`src/rtl/bad_pkg.sv`:
```
// ----------------------------------------------------------------------------
// bad_pkg: shared types and constants of the box average downscaler
// Sizes, register codes, the state machine type and the reciprocal table
// that turns a division by the scale factor into a multiplication.
// ----------------------------------------------------------------------------
package bad_pkg;

   localparam int MAX_WIDTH   = 2048;
   localparam int COL_W       = $clog2(MAX_WIDTH);
   localparam int WIDTH_BITS  = 12;
   localparam int HEIGHT_BITS = 16;
   localparam int FACTOR_BITS = 6;
   localparam int PIX_BITS    = 24;
   localparam int RECIP_BITS  = 17;
   localparam int RECIP_SHIFT = 16;
   localparam int STEP_W      = $clog2(WIDTH_BITS);

   localparam logic [STEP_W-1:0] LAST_STEP = STEP_W'(WIDTH_BITS - 1);

   // Register indexes (byte address / 4)
   localparam logic [1:0] REG_IMAGE_WIDTH  = 2'd0;
   localparam logic [1:0] REG_IMAGE_HEIGHT = 2'd1;
   localparam logic [1:0] REG_SCALE_FACTOR = 2'd2;

   typedef enum logic [1:0] {
      ST_IDLE,
      ST_VERT,
      ST_HORZ,
      ST_ACC
   } state_type;

   typedef struct packed {
      logic                  busy;
      logic [WIDTH_BITS-1:0] limit;
   } lim_status_type;

   // ceil(2^16 / f); a factor of zero acts as one
   localparam logic [RECIP_BITS-1:0] RECIP [64] = '{
      17'(65536),        17'(65535/1+1),   17'(65535/2+1),   17'(65535/3+1),
      17'(65535/4+1),    17'(65535/5+1),   17'(65535/6+1),   17'(65535/7+1),
      17'(65535/8+1),    17'(65535/9+1),   17'(65535/10+1),  17'(65535/11+1),
      17'(65535/12+1),   17'(65535/13+1),  17'(65535/14+1),  17'(65535/15+1),
      17'(65535/16+1),   17'(65535/17+1),  17'(65535/18+1),  17'(65535/19+1),
      17'(65535/20+1),   17'(65535/21+1),  17'(65535/22+1),  17'(65535/23+1),
      17'(65535/24+1),   17'(65535/25+1),  17'(65535/26+1),  17'(65535/27+1),
      17'(65535/28+1),   17'(65535/29+1),  17'(65535/30+1),  17'(65535/31+1),
      17'(65535/32+1),   17'(65535/33+1),  17'(65535/34+1),  17'(65535/35+1),
      17'(65535/36+1),   17'(65535/37+1),  17'(65535/38+1),  17'(65535/39+1),
      17'(65535/40+1),   17'(65535/41+1),  17'(65535/42+1),  17'(65535/43+1),
      17'(65535/44+1),   17'(65535/45+1),  17'(65535/46+1),  17'(65535/47+1),
      17'(65535/48+1),   17'(65535/49+1),  17'(65535/50+1),  17'(65535/51+1),
      17'(65535/52+1),   17'(65535/53+1),  17'(65535/54+1),  17'(65535/55+1),
      17'(65535/56+1),   17'(65535/57+1),  17'(65535/58+1),  17'(65535/59+1),
      17'(65535/60+1),   17'(65535/61+1),  17'(65535/62+1),  17'(65535/63+1)
   };

endpackage

```
`src/rtl/bad_scale.sv`:
```
// ----------------------------------------------------------------------------
// bad_scale: per-channel division by the scale factor
// Multiplies each 8-bit channel by the factor's reciprocal and keeps the
// integer part, which equals the truncated quotient for all 8-bit inputs.
// ----------------------------------------------------------------------------
module bad_scale (
   input  logic [23:0] data,    // blue [7:0], green [15:8], red [23:16]
   input  logic [16:0] recip,
   output logic [23:0] quot     // same channel order as data
);
   import bad_pkg::*;

   logic [24:0] prod [3];

   always_comb begin
      for (int c = 0; c < 3; c++) begin
         prod[c] = 25'(data[8*c +: 8]) * 25'(recip);
         quot[8*c +: 8] = prod[c][RECIP_SHIFT +: 8];
      end
   end

endmodule

```
`config.mk`:
```
export PLATFORM = sky130hd
export DESIGN_NAME = bad_scale
export DESIGN_NICKNAME = d
export VERILOG_FILES = /design/src/rtl/bad_pkg.sv /design/src/rtl/bad_scale.sv
export SDC_FILE = /design/constraint.sdc
export NUM_CORES = 1
export LEC_CHECK = 0
export ABC_CLOCK_PERIOD_IN_PS = 8000
export BUFFER_PORTS_ARGS = -buffer_cell sky130_fd_sc_hd__buf_2
export CAP_MARGIN = 20
export CORE_MARGIN = 2
export CORE_UTILIZATION = 60
export DETAILED_ROUTE_END_ITERATION = 10
export GPL_TIMING_DRIVEN = 0
export PLACE_DENSITY = 0.79
export SLEW_MARGIN = 20
export SYNTH_ARGS = -nofsm -noshare
export SYNTH_HDL_FRONTEND = slang
export SYNTH_SLANG_ARGS = --single-unit
```
`constraint.sdc`:
```
create_clock -name vclk -period 8
set_input_delay 1.2 -clock vclk [all_inputs]
set_output_delay 1.2 -clock vclk [all_outputs]
set_load 0.1 [all_outputs]
```
==> impl_results.md <==
* Die Footprint at 20500 sq um
* Worst EP arrival at 6.51 ns
* IO Port Bufs at 65
* Antenna Cells at 0
* Tightest Pin Transition at 0.684 ns
* Seq/Total Area, Yosys at 0
* FMAX at 0.130 GHz
* Hold_sp: recip[16]
* Run status: finished clean
* Worst Path Required at 6.80 ns
* Remaining DRCs at 0
* Iteration-0 DRC Markers at ~460
* Count of final hold-check violations at 0
* Distinct cells, synth at 48
* YS warnings at 0
* Global Route Usage Sum at 0.278
* Startpoint Class: input port
* Initial antenna violation count at 0
* HPWL after DPL at 22900 um
* Commonest non-fill, non-tap cells in the layout: and2_1, inv_1, fa_1
* Post-CTS setup buffer count at 0
* Worst-path fanout max at 10
* Final slew viol count at 0
* CLK BUF at 0
* DIE WIDTH at 143 um
* Final setup viols at 0
* Seq_cells at 0
* Sequential cell area at 0 sq um
* Average wire per standard cell at ~16 um
* Syn Area/Cell at about 8.8 sq um
* Detailed-route via count at ~9000
* Commonest non-fill, non-tap cell in the layout: and2_1
* Core Rows at 50
* Hold buffer count at CTS at 0
* Vias per cell at 5.43
* # IOs at 65
* Util after Layout at 0.651
* Area growth, synth to finish at 5.59%
* Maximum number of pins on one net before global-route repair at 11
* Setup crit end kind: output port
* First-pass GRT wire length at 45100 um
* Worst slack, placed at 0.360 ns
* Post-synthesis cell area at 11600 sq um
* Syn Nets at 1749
* ANT nets after route at 0
* Crit path kind: input port to output port
* Placer Congestion at just under 0.9
* Router iterations before antenna repair at 5
* Final wirelength at 26500 um
* Gate Count Post-Synth at 1324
* Crit share post-route at 0.964
* Die height at 143 um
* RSZ-0062 raised after global routing: false
* Initial Util at 0.616
* Worst setup margin at 0.290 ns
* NumNets Final at approximately 1800
* Hold crit path type: input port to output port
* Number of global-route vias before repair at between 9000 and 10000
* CP Launch Point: recip[4]
* Core area at 18900 sq um
* Slew HR at 0.544
* CTS resizes at 0
* Period minus WS final at 7.71 ns
* Remaining global-route overflow at 0
* Layout cells sized above 1 at 0.0562
* MaxCap Viol Count at 0
* Setup_tns at 0 ns
-- path summary, 6_finish.rpt --
path / endpoint / slack [ns] / depth (start not counted)
hold / removal: quot[23] / 3.11 / 5
setup / recovery: quot[13] / 0.29 / 19
-- layout make-up --
cell class,count,area [sq um]
inverters,284,1070
plain buffers,58,219
repair buffers,65,325
well taps,260,325
multi-input cells,982,10400
fillers,1640,6600
-- stage by stage --
stage,std cells,hold slack [ns],area [sq um]
detailed placement,1649,3.12,12300
CTS,1649,3.12,12300
global placement,1649,3.11,12300
global route,1649,3.14,12300
floorplan,1324,3.15,11600
finish,1649,3.11,12300
-- metal layers --
layer / vias up / wire (um) / track usage
met5: - / 0 / 0
met1: 4559 / 11000 / 0.383
met3: 35 / 1870 / 0.0290
met2: 277 / 13100 / 0.481
li1: 4082 / - / -
met4: 0 / 507 / 0.0583
-- logic make-up after synthesis --
kind of cell,synth area share
buffers and inverters,0.110
XOR/XNOR,0.0256
multiplexers,0.000860
adder cells (fa/ha/maj),0.583
AO/OA/AOI/OAI,0.0514
AND/OR/NAND/NOR,0.229
-- worst max-delay path, cell delays in order --
cell and delay [ns]:
buf_2 0.14, clkbuf_1 0.55, nand2_1 0.18, fa_1 0.52, fa_1 0.55, inv_1 0.05
fa_1 0.49, inv_1 0.06, fa_1 0.47, inv_1 0.04, ha_1 0.32, a21oi_1 0.16
o211ai_1 0.12, a41oi_1 0.38, o21ai_1 0.17, a31oi_1 0.36, o21bai_1 0.14, xor2_1 0.15
buf_2 0.44
-- synth_stat cells, types with 2 or more instances --
master | n | area [sq um]
o31ai_1 | 3 | 22.5
nand2_1 | 95 | 357
ha_1 | 120 | 1500
and3_1 | 3 | 18.8
o211ai_1 | 4 | 30.0
o21a_1 | 5 | 37.5
nand2b_1 | 2 | 12.5
a41oi_1 | 2 | 17.5
o21ai_1 | 2 | 10.0
nand4_1 | 6 | 37.5
o22ai_1 | 2 | 12.5
a21oi_2 | 2 | 17.5
fa_1 | 264 | 5290
nor3_1 | 7 | 35.0
o21bai_1 | 4 | 30.0
xor2_1 | 13 | 114
nor2_1 | 18 | 67.6
inv_1 | 284 | 1070
a21o_1 | 7 | 52.6
nand4b_1 | 2 | 17.5
o21ai_0 | 14 | 70.1
clkbuf_1 | 57 | 214
a21o_2 | 2 | 17.5
nor2b_1 | 3 | 18.8
nand3_1 | 11 | 55.1
a21oi_1 | 29 | 145
a31oi_1 | 2 | 12.5
and2_1 | 318 | 1990
xnor2_1 | 21 | 184
or2_2 | 2 | 12.5
a211oi_1 | 3 | 22.5
Power is left out: the tool's default activity adds up to more than one toggle a clock period on the data nets, which glitch-free logic cannot reach.
