`config.mk`:
```
export PLATFORM = sky130hd
export DESIGN_NAME = bad_limit
export DESIGN_NICKNAME = d
export VERILOG_FILES = /design/src/rtl/bad_pkg.sv /design/src/rtl/bad_limit.sv
export SDC_FILE = /design/constraint.sdc
export NUM_CORES = 1
export LEC_CHECK = 0
export BUFFER_PORTS_ARGS = -buffer_cell sky130_fd_sc_hd__buf_2
export CORE_ASPECT_RATIO = 1.25
export CORE_MARGIN = 5
export CORE_UTILIZATION = 58
export CTS_CLUSTER_SIZE = 40
export DETAILED_ROUTE_END_ITERATION = 16
export GPL_TIMING_DRIVEN = 0
export PLACE_DENSITY_LB_ADDON = 0.05
export SETUP_SLACK_MARGIN = 0.2
export SLEW_MARGIN = 20
export SYNTH_ARGS = -nofsm -noshare
export SYNTH_HDL_FRONTEND = slang
export SYNTH_SLANG_ARGS = --single-unit
```
`constraint.sdc`:
```
create_clock -name clock -period 8.5 [get_ports clock]
set_input_delay 0.425 -clock clock [delete_from_list [all_inputs] [get_ports clock]]
set_output_delay 0.425 -clock clock [all_outputs]
set_load 0.005 [all_outputs]
```
`src/rtl/bad_pkg.sv`:
```
// ----------------------------------------------------------------------------
// bad_pkg: shared types and constants of the box average downscaler
// Sizes, register codes, the state machine type and the reciprocal table
// that turns a division by the scale factor into a multiplication.
// ----------------------------------------------------------------------------
package bad_pkg;

   localparam int MAX_WIDTH   = 2048;
   localparam int COL_W       = $clog2(MAX_WIDTH);
   localparam int WIDTH_BITS  = 12;
   localparam int HEIGHT_BITS = 16;
   localparam int FACTOR_BITS = 6;
   localparam int PIX_BITS    = 24;
   localparam int RECIP_BITS  = 17;
   localparam int RECIP_SHIFT = 16;
   localparam int STEP_W      = $clog2(WIDTH_BITS);

   localparam logic [STEP_W-1:0] LAST_STEP = STEP_W'(WIDTH_BITS - 1);

   // Register indexes (byte address / 4)
   localparam logic [1:0] REG_IMAGE_WIDTH  = 2'd0;
   localparam logic [1:0] REG_IMAGE_HEIGHT = 2'd1;
   localparam logic [1:0] REG_SCALE_FACTOR = 2'd2;

   typedef enum logic [1:0] {
      ST_IDLE,
      ST_VERT,
      ST_HORZ,
      ST_ACC
   } state_type;

   typedef struct packed {
      logic                  busy;
      logic [WIDTH_BITS-1:0] limit;
   } lim_status_type;

   // ceil(2^16 / f); a factor of zero acts as one
   localparam logic [RECIP_BITS-1:0] RECIP [64] = '{
      17'(65536),        17'(65535/1+1),   17'(65535/2+1),   17'(65535/3+1),
      17'(65535/4+1),    17'(65535/5+1),   17'(65535/6+1),   17'(65535/7+1),
      17'(65535/8+1),    17'(65535/9+1),   17'(65535/10+1),  17'(65535/11+1),
      17'(65535/12+1),   17'(65535/13+1),  17'(65535/14+1),  17'(65535/15+1),
      17'(65535/16+1),   17'(65535/17+1),  17'(65535/18+1),  17'(65535/19+1),
      17'(65535/20+1),   17'(65535/21+1),  17'(65535/22+1),  17'(65535/23+1),
      17'(65535/24+1),   17'(65535/25+1),  17'(65535/26+1),  17'(65535/27+1),
      17'(65535/28+1),   17'(65535/29+1),  17'(65535/30+1),  17'(65535/31+1),
      17'(65535/32+1),   17'(65535/33+1),  17'(65535/34+1),  17'(65535/35+1),
      17'(65535/36+1),   17'(65535/37+1),  17'(65535/38+1),  17'(65535/39+1),
      17'(65535/40+1),   17'(65535/41+1),  17'(65535/42+1),  17'(65535/43+1),
      17'(65535/44+1),   17'(65535/45+1),  17'(65535/46+1),  17'(65535/47+1),
      17'(65535/48+1),   17'(65535/49+1),  17'(65535/50+1),  17'(65535/51+1),
      17'(65535/52+1),   17'(65535/53+1),  17'(65535/54+1),  17'(65535/55+1),
      17'(65535/56+1),   17'(65535/57+1),  17'(65535/58+1),  17'(65535/59+1),
      17'(65535/60+1),   17'(65535/61+1),  17'(65535/62+1),  17'(65535/63+1)
   };

endpackage

```
`src/rtl/bad_limit.sv`:
```
// ----------------------------------------------------------------------------
// bad_limit: last usable column bound
// Restoring remainder, one width bit per cycle, giving
// width - (width mod factor) after every configuration write.
// ----------------------------------------------------------------------------
module bad_limit (
   input  logic                           clock,
   input  logic                           reset,
   input  logic                           start,
   input  logic [11:0]                    width,
   input  logic [5:0]                     factor,
   output bad_pkg::lim_status_type        status
);
   import bad_pkg::*;

   logic                   busy_ff, busy_in;
   logic [STEP_W-1:0]      step_ff, step_in;
   logic [FACTOR_BITS-1:0] rem_ff, rem_in;
   logic [WIDTH_BITS-1:0]  limit_ff, limit_in;
   logic [FACTOR_BITS:0]   shifted;
   logic [FACTOR_BITS-1:0] rem_next;
   logic [STEP_W-1:0]      bit_sel;

   always_comb begin
      bit_sel = LAST_STEP - step_ff;
      shifted = {rem_ff, width[bit_sel]};
      if (shifted >= {1'b0, factor}) begin
         rem_next = FACTOR_BITS'(shifted - {1'b0, factor});
      end else begin
         rem_next = FACTOR_BITS'(shifted);
      end
   end

   always_comb begin
      busy_in  = busy_ff;
      step_in  = step_ff;
      rem_in   = rem_ff;
      limit_in = limit_ff;
      if (start) begin
         busy_in = 1'b1;
         step_in = '0;
         rem_in  = '0;
      end else if (busy_ff) begin
         rem_in  = rem_next;
         step_in = step_ff + 1'b1;
         if (step_ff == LAST_STEP) begin
            busy_in  = 1'b0;
            limit_in = width - WIDTH_BITS'(rem_next);
         end
      end
   end

   always_ff @(posedge clock) begin
      if (reset) begin
         busy_ff  <= 1'b0;
         step_ff  <= '0;
         rem_ff   <= '0;
         limit_ff <= WIDTH_BITS'(1);
      end else begin
         busy_ff  <= busy_in;
         step_ff  <= step_in;
         rem_ff   <= rem_in;
         limit_ff <= limit_in;
      end
   end

   assign status.busy  = busy_ff;
   assign status.limit = limit_ff;

endmodule

```
==> impl_metrics.ini, run 1 <==
[run_status]
status = complete, no violations

[drt]
antenna_left = 0
drc = 0
viasPerCell = 5.98
wirelength_um = 4320
first_pass_iters = 4
vias = 1633
drt_iter0_drc = 56
wl_per_cell_um = 15.8

[finish]
drive_above_1_share_pct = 22.8
layout_common_cells = buf_2, nor2_1, dfxtp_1
final_common_cell = buf_2
final_util_pct = 68.1
final_cells = 273
antennaDiodeCount = 0
syn2layout_area_growth_pct = 13.6
finalInstanceArea_mm2 = 0.00199
nets = 272

[sta]
period_share_pct = 54.7
fmax_mhz = 215
setup_tns_ps = 0
tightest_slew_ps = 562
max-slew-margin-rel_pct = 62.5
setup_violations = 0
whs_ps = 322
skew_ps = 5.28
slew_viol_final = 0
rsz0062_at_grt = no
setup_slack_ps = 3850
hold_viol_final = 0
min_period_ps = 4650

[pwr]
irDropWorstVdd_v = 0.0000909
report.power.total_uw = 246
powerDensity_mw_per_mm2 = 124
p_leak_nw = 0.819

[critical_path]
crit_type = reg2reg
critPathRequiredTime_ps = 8740
critPathLaunch = step_ff[0]
regToRegSetupSlack_ps = 3850
start_kind = register
reg2reg_from = step_ff[0]
end_kind = register
worst-r2r-cell-count = 16
cp_max_fo = 7
arrival_ps = 4890
r2r_end = limit_ff[10]

[global_route]
grt.total_usage_pct = 22.6
grt_max_degree = 14
grt_pass1_vias = 1714
antenna_found_initial = 0
grt_overflow = 0
grt_pass1_wl_um = 7670

[clock_network]
cts_root_buf = clkbuf_4
cts_tree = yes
cts_sinks = 23
postCtsSetupBuffers = 0
htree_levels = 1
ctsResizeCount = 0
holdBufCountCts = 0
cts_buffers = 3
clockBufferDepth = 2
clkTransAtPathRegs_ps = 140
worstSkewPairLatency_ps = 320

[placement]
port_buffers = 33
place_area_mm2 = 0.00196
routabilityCongestion = 0.881
dp.cells = 269
dpl_worst_slack_ps = 3910
dp_hpwl_um = 3500

[floorplan]
die_h_um = 71.4
die_w_um = 59.1
io_pins = 34
core_region_area_mm2 = 0.00292
rows = 22
start_util_pct = 60.0
dieArea_mm2 = 0.00422

[synthesis]
syn_nets = 234
ys_ff_latch = 23
syn-cell-area_mm2 = 0.00175
syn_inst = 200
synth.distinct_cells = 50
synth-seq-area-share_pct = 26.3
synth_edf_count = 0
ys.flop_type = dfxtp_1
yosys_warnings = 0
async_flop_share_pct = 0
syn_area_per_cell_um2 = 8.75

[min_path]
hp-start = reset
hold_depth = 2
min_to = limit_ff[6]
hp-class = in2reg

[job]
max-cap-violations = 0
[critical path, stage by stage (launching register included)]
cell and delay (ps):
dfxtp_1 530, mux4_2 540, nand2_1 80, a21oi_1 60, a31oi_1 250, ha_1 310
nand2b_1 160, a31oi_2 290, o21ai_4 140, mux2i_1 170, ha_1 230, fa_1 440
o31ai_2 370, o211ai_1 180, a41oi_2 340, o21ai_0 170, a311oi_2 300
[cell families after synthesis]
kind of cell	after synthesis	share of synthesized area, %
AND/OR/NAND/NOR	60	17.1
AO/OA/AOI/OAI	58	26.6
buffers and inverters	23	5.22
flip-flops	23	26.3
adder cells (fa/ha/maj)	13	10.2
XOR/XNOR	12	6.00
multiplexers	11	8.65
[per-layer routing]
| metal | share of wire, % | vias to the layer above | track usage [%] |
|---|---|---|---|
| li1 | - | 803 | - |
| met1 | 39 | 783 | 24.7 |
| met2 | 55 | 37 | 43.6 |
| met3 | 3.1 | 10 | 2.52 |
| met4 | 2.4 | 0 | 7.05 |
| met5 | 0 | - | 0 |
[worst max-delay path by stage]
stage | end | slack, ps | cells past startpoint
after global placement | limit_ff[10] | 4030 | 17
final | limit_ff[10] | 3850 | 16
after floorplan | limit_ff[11] | 4480 | 15
after CTS | limit_ff[10] | 3850 | 16
after global routing | limit_ff[10] | 3500 | 16
after detailed placement | limit_ff[10] | 3910 | 17
[Yosys cell counts (all sizes together) (2+ instances only)]
cell,instances,area (um^2)
a211oi,9,80.1
a211o,2,17.5
mux4,3,67.6
xnor2,9,78.8
or3,5,31.3
a31oi,2,18.8
a311oi,3,38.8
nor2,26,97.6
ha,11,138
o211ai,6,50.1
a21o,4,30.0
o21ai,12,75.1
fa,2,40.0
clkbuf,7,27.5
nor3b,3,22.5
dfxtp,23,460
nand2b,5,31.3
xor2,3,26.3
a21oi,7,35.0
o2bb2ai,2,17.5
nand2,10,37.5
mux2i,8,83.8
o21a,3,22.5
nand4,3,18.8
inv,15,56.3
[cell type report]
type / instances / area (um^2)
well taps: 36 / 45.0
plain buffers: 8 / 35.0
multi-input cells: 154 / 1200
repair buffers: 33 / 165
inverters: 15 / 56.3
clock buffers: 3 / 22.5
fillers: 270 / 930
clock inverters: 1 / 5.00
flip-flops and latches: 23 / 460
[sequential cells by signal, indices dropped and copies added, names as in the netlist]
signal / count
busy_ff: 1
limit_ff: 12
rem_ff: 6
step_ff: 4
[power by group]
part,internal (mW),switching [mW],leakage [nW]
clock,0.0176,0.0368,0.0177
combinational,0.0344,0.0457,0.615
sequential,0.110,0.00198,0.186
No activity file was read; power rests on OpenSTA's default activity.
==> inputs of run 2 (changes only) <==
--- a/config.mk
+++ b/config.mk
@@ -5,10 +5,11 @@
 export SDC_FILE = /design/constraint.sdc
 export NUM_CORES = 1
 export LEC_CHECK = 0
+export ABC_AREA = 1
 export BUFFER_PORTS_ARGS = -buffer_cell sky130_fd_sc_hd__buf_2
 export CORE_ASPECT_RATIO = 1.25
 export CORE_MARGIN = 5
-export CORE_UTILIZATION = 58
+export CORE_UTILIZATION = 56
 export CTS_CLUSTER_SIZE = 40
 export DETAILED_ROUTE_END_ITERATION = 16
 export GPL_TIMING_DRIVEN = 0
==> constraint.sdc (replaced) <==
create_clock -name clock -period 4.7 [get_ports clock]
set_input_delay 0.235 -clock clock [delete_from_list [all_inputs] [get_ports clock]]
set_output_delay 0.235 -clock clock [all_outputs]
set_load 0.005 [all_outputs]
==> run 2 against run 1 <==
  * Cell area increased by 10%
  * Combinational power increased by 110%
  * Wire length increased by 8.5%
  * Maximum frequency increased by 20%
  * Critical path type unchanged
  * Critical endpoint is now limit_ff[8]
  * Highest routed layer unchanged
==> impl_metrics.ini, run 2 <==
[drt]
viasPerCell = 5.20
drt_iter0_drc = 117
wirelength_um = 4680
vias = 1934
first_pass_iters = 4
wl_per_cell_um = 12.6
drc = 0
antenna_left = 0

[global_route]
grt.met3_usage_pct = 2.95
met1_usage_pct = 21.8
grt_max_degree = 14
grt.total_usage_pct = 20.5
top_usage_layer = met2
grt_pass1_wl_um = 7740
grt_pass1_vias = 1747
use_met2_pct = 41.1
antenna_found_initial = 0
grt_overflow = 0

[sta]
setup_slack_ps = 807
setup_violations = 0
setup_tns_ps = 0
rsz0062_at_grt = no
slew_viol_final = 0
hold_viol_final = 0
max-slew-margin-rel_pct = 59.8
min_period_ps = 3890
tightest_slew_ps = 601
skew_ps = 4.46
fmax_mhz = 257
period_share_pct = 82.8

[synthesis]
synth.area.top_cells = dfxtp_1, inv_1, nand2_1
synth_top_area_cell = dfxtp_1
ys_ff_latch = 23
synth.distinct_cells = 37
ys.flop_type = dfxtp_1
async_flop_share_pct = 0
syn_nets = 331
syn_inst = 297
synth_top_cell_area_share_pct = 23.7
yosys_warnings = 0
synth-seq-area-share_pct = 23.7
syn-cell-area_mm2 = 0.00194
synth_edf_count = 0
synth_most_common_cell = inv_1
syn_area_per_cell_um2 = 6.53
synth_common_cells = inv_1, nand2_1, nor2_1

[clock_network]
clockBufferDepth = 2
worstSkewPairLatency_ps = 270
cts_sinks = 23
holdBufCountCts = 0
clkTransAtPathRegs_ps = 90
postCtsSetupBuffers = 0
cts_root_buf = clkbuf_8
htree_levels = 1
cts_buffers = 3
ctsResizeCount = 0
cts_tree = yes

[finish]
largest_reg_flops = 12
antennaDiodeCount = 0
final_util_pct = 64.1
nets = 368
drive_above_1_share_pct = 19.8
regMostFlops = limit_ff
syn2layout_area_growth_pct = 13.2
layout_common_cells = inv_1, nand2_1, nor2_1
top_regs = limit_ff x12, rem_ff x6, step_ff x4
final_common_cell = inv_1

[critical_path]
slowest_delay_ps = 470
crit_chain = clkbuf_1, inv_1, o21ai_0, o221ai_1, a32oi_1, ha_1, nand3b_1, nand2_1, nand2_2, nand3_4, inv_1, nand2_1, o21ai_0, inv_1, fa_1, o21ai_2, nand4_1, nand3_1, nand3_1, nand2_1, inv_1
slowest_stage = fa_1
critPathRequiredTime_ps = 4880
crit_type = reg2reg
arrival_ps = 4070
start_kind = register
cp_max_fo = 9
path_common_cell = inv_1
worst-r2r-cell-count = 21
end_kind = register

[placement]
port_buffers = 32
dp_hpwl_um = 3920
routabilityCongestion = 0.880
dpl_worst_slack_ps = 851

[pwr]
p_leak_nw = 1.22
powerDensity_mw_per_mm2 = 230
irDropWorstVdd_v = 0.000149

[min_path]
hp-class = in2reg
hold_depth = 3

[floorplan]
core_region_area_mm2 = 0.00342
io_pins = 34
rows = 24
dieArea_mm2 = 0.00475
die_h_um = 75.8
start_util_pct = 56.7
die_w_um = 62.7

[job]
max-cap-violations = 0

[run_status]
status = complete, no violations
run 2: cell types whose count changed after synthesis, sizes merged, moves of 7 or more:
cell / change
o21ai: +18
xnor2: -8
nor2: +14
a21oi: +9
inv: +40
mux2i: -7
a211oi: -9
nand3: +30
nand2: +46
run 2: layer usage:
metal  vias up  part of all wire (%)
met5         -                     0
met4         0                   1.6
met3         7                   4.2
met2        37                    53
met1       858                    41
li1       1032                     -
run 2: power breakdown:
| part | internal (mW) | switching [mW] | total (mW) |
|---|---|---|---|
| sequential | 0.198 | 0.00420 | 0.202 |
| combinational | 0.0618 | 0.109 | 0.171 |
| clock | 0.0594 | 0.0722 | 0.132 |
run 2: worst paths after layout:
check	slack, ps	start	end
worst max-delay path	810	step_ff[0]	limit_ff[8]
worst min-delay path	240	start	busy_ff
worst max register to register	810	step_ff[0]	limit_ff[8]
worst min register to register	520	rem_ff[4]	rem_ff[4]
run 2: critical path, delay by kind of cell, from the launching register on:
kind	cells	cell delay, ps
buf+inv	5	760
simple gates	9	990
fa+ha+maj	2	720
flops	1	340
compound gates	5	970
run 2: area by class of cell:
class / instances / area, um^2
Multi-Input combinational cell: 212 / 1240
Fill cell: 349 / 1230
Sequential cell: 23 / 460
Inverter: 57 / 214
Timing Repair Buffer: 32 / 160
Tap cell: 39 / 48.8
Clock buffer: 3 / 41.3
Buffer: 5 / 23.8
Clock inverter: 1 / 5.00
run 2: logic make-up (layout without fill, tap and decap cells):
group / Yosys count / in the layout / share of synthesized area [%]
compound gates: 57 / 57 / 16.9
buf+inv: 62 / 98 / 12.2
xor+xnor: 5 / 5 / 2.26
mux: 1 / 1 / 0.516
simple gates: 136 / 136 / 35.2
fa+ha+maj: 13 / 13 / 9.16
flops: 23 / 23 / 23.7
run 2: per-stage QoR:
| stage | std cells | instance area [um^2] | power, mW | hold WS, ps |
|---|---|---|---|---|
| 2_1_floorplan | 297 | 1940 | 0.333 | 380 |
| 3_3_place_gp | 368 | 2150 | 0.374 | 463 |
| 3_5_place_dp | 368 | 2150 | 0.377 | 508 |
| 4_1_cts | 372 | 2200 | 0.508 | 234 |
| 5_1_grt | 372 | 2200 | 0.539 | 257 |
| 6_report | 372 | 2200 | 0.505 | 242 |
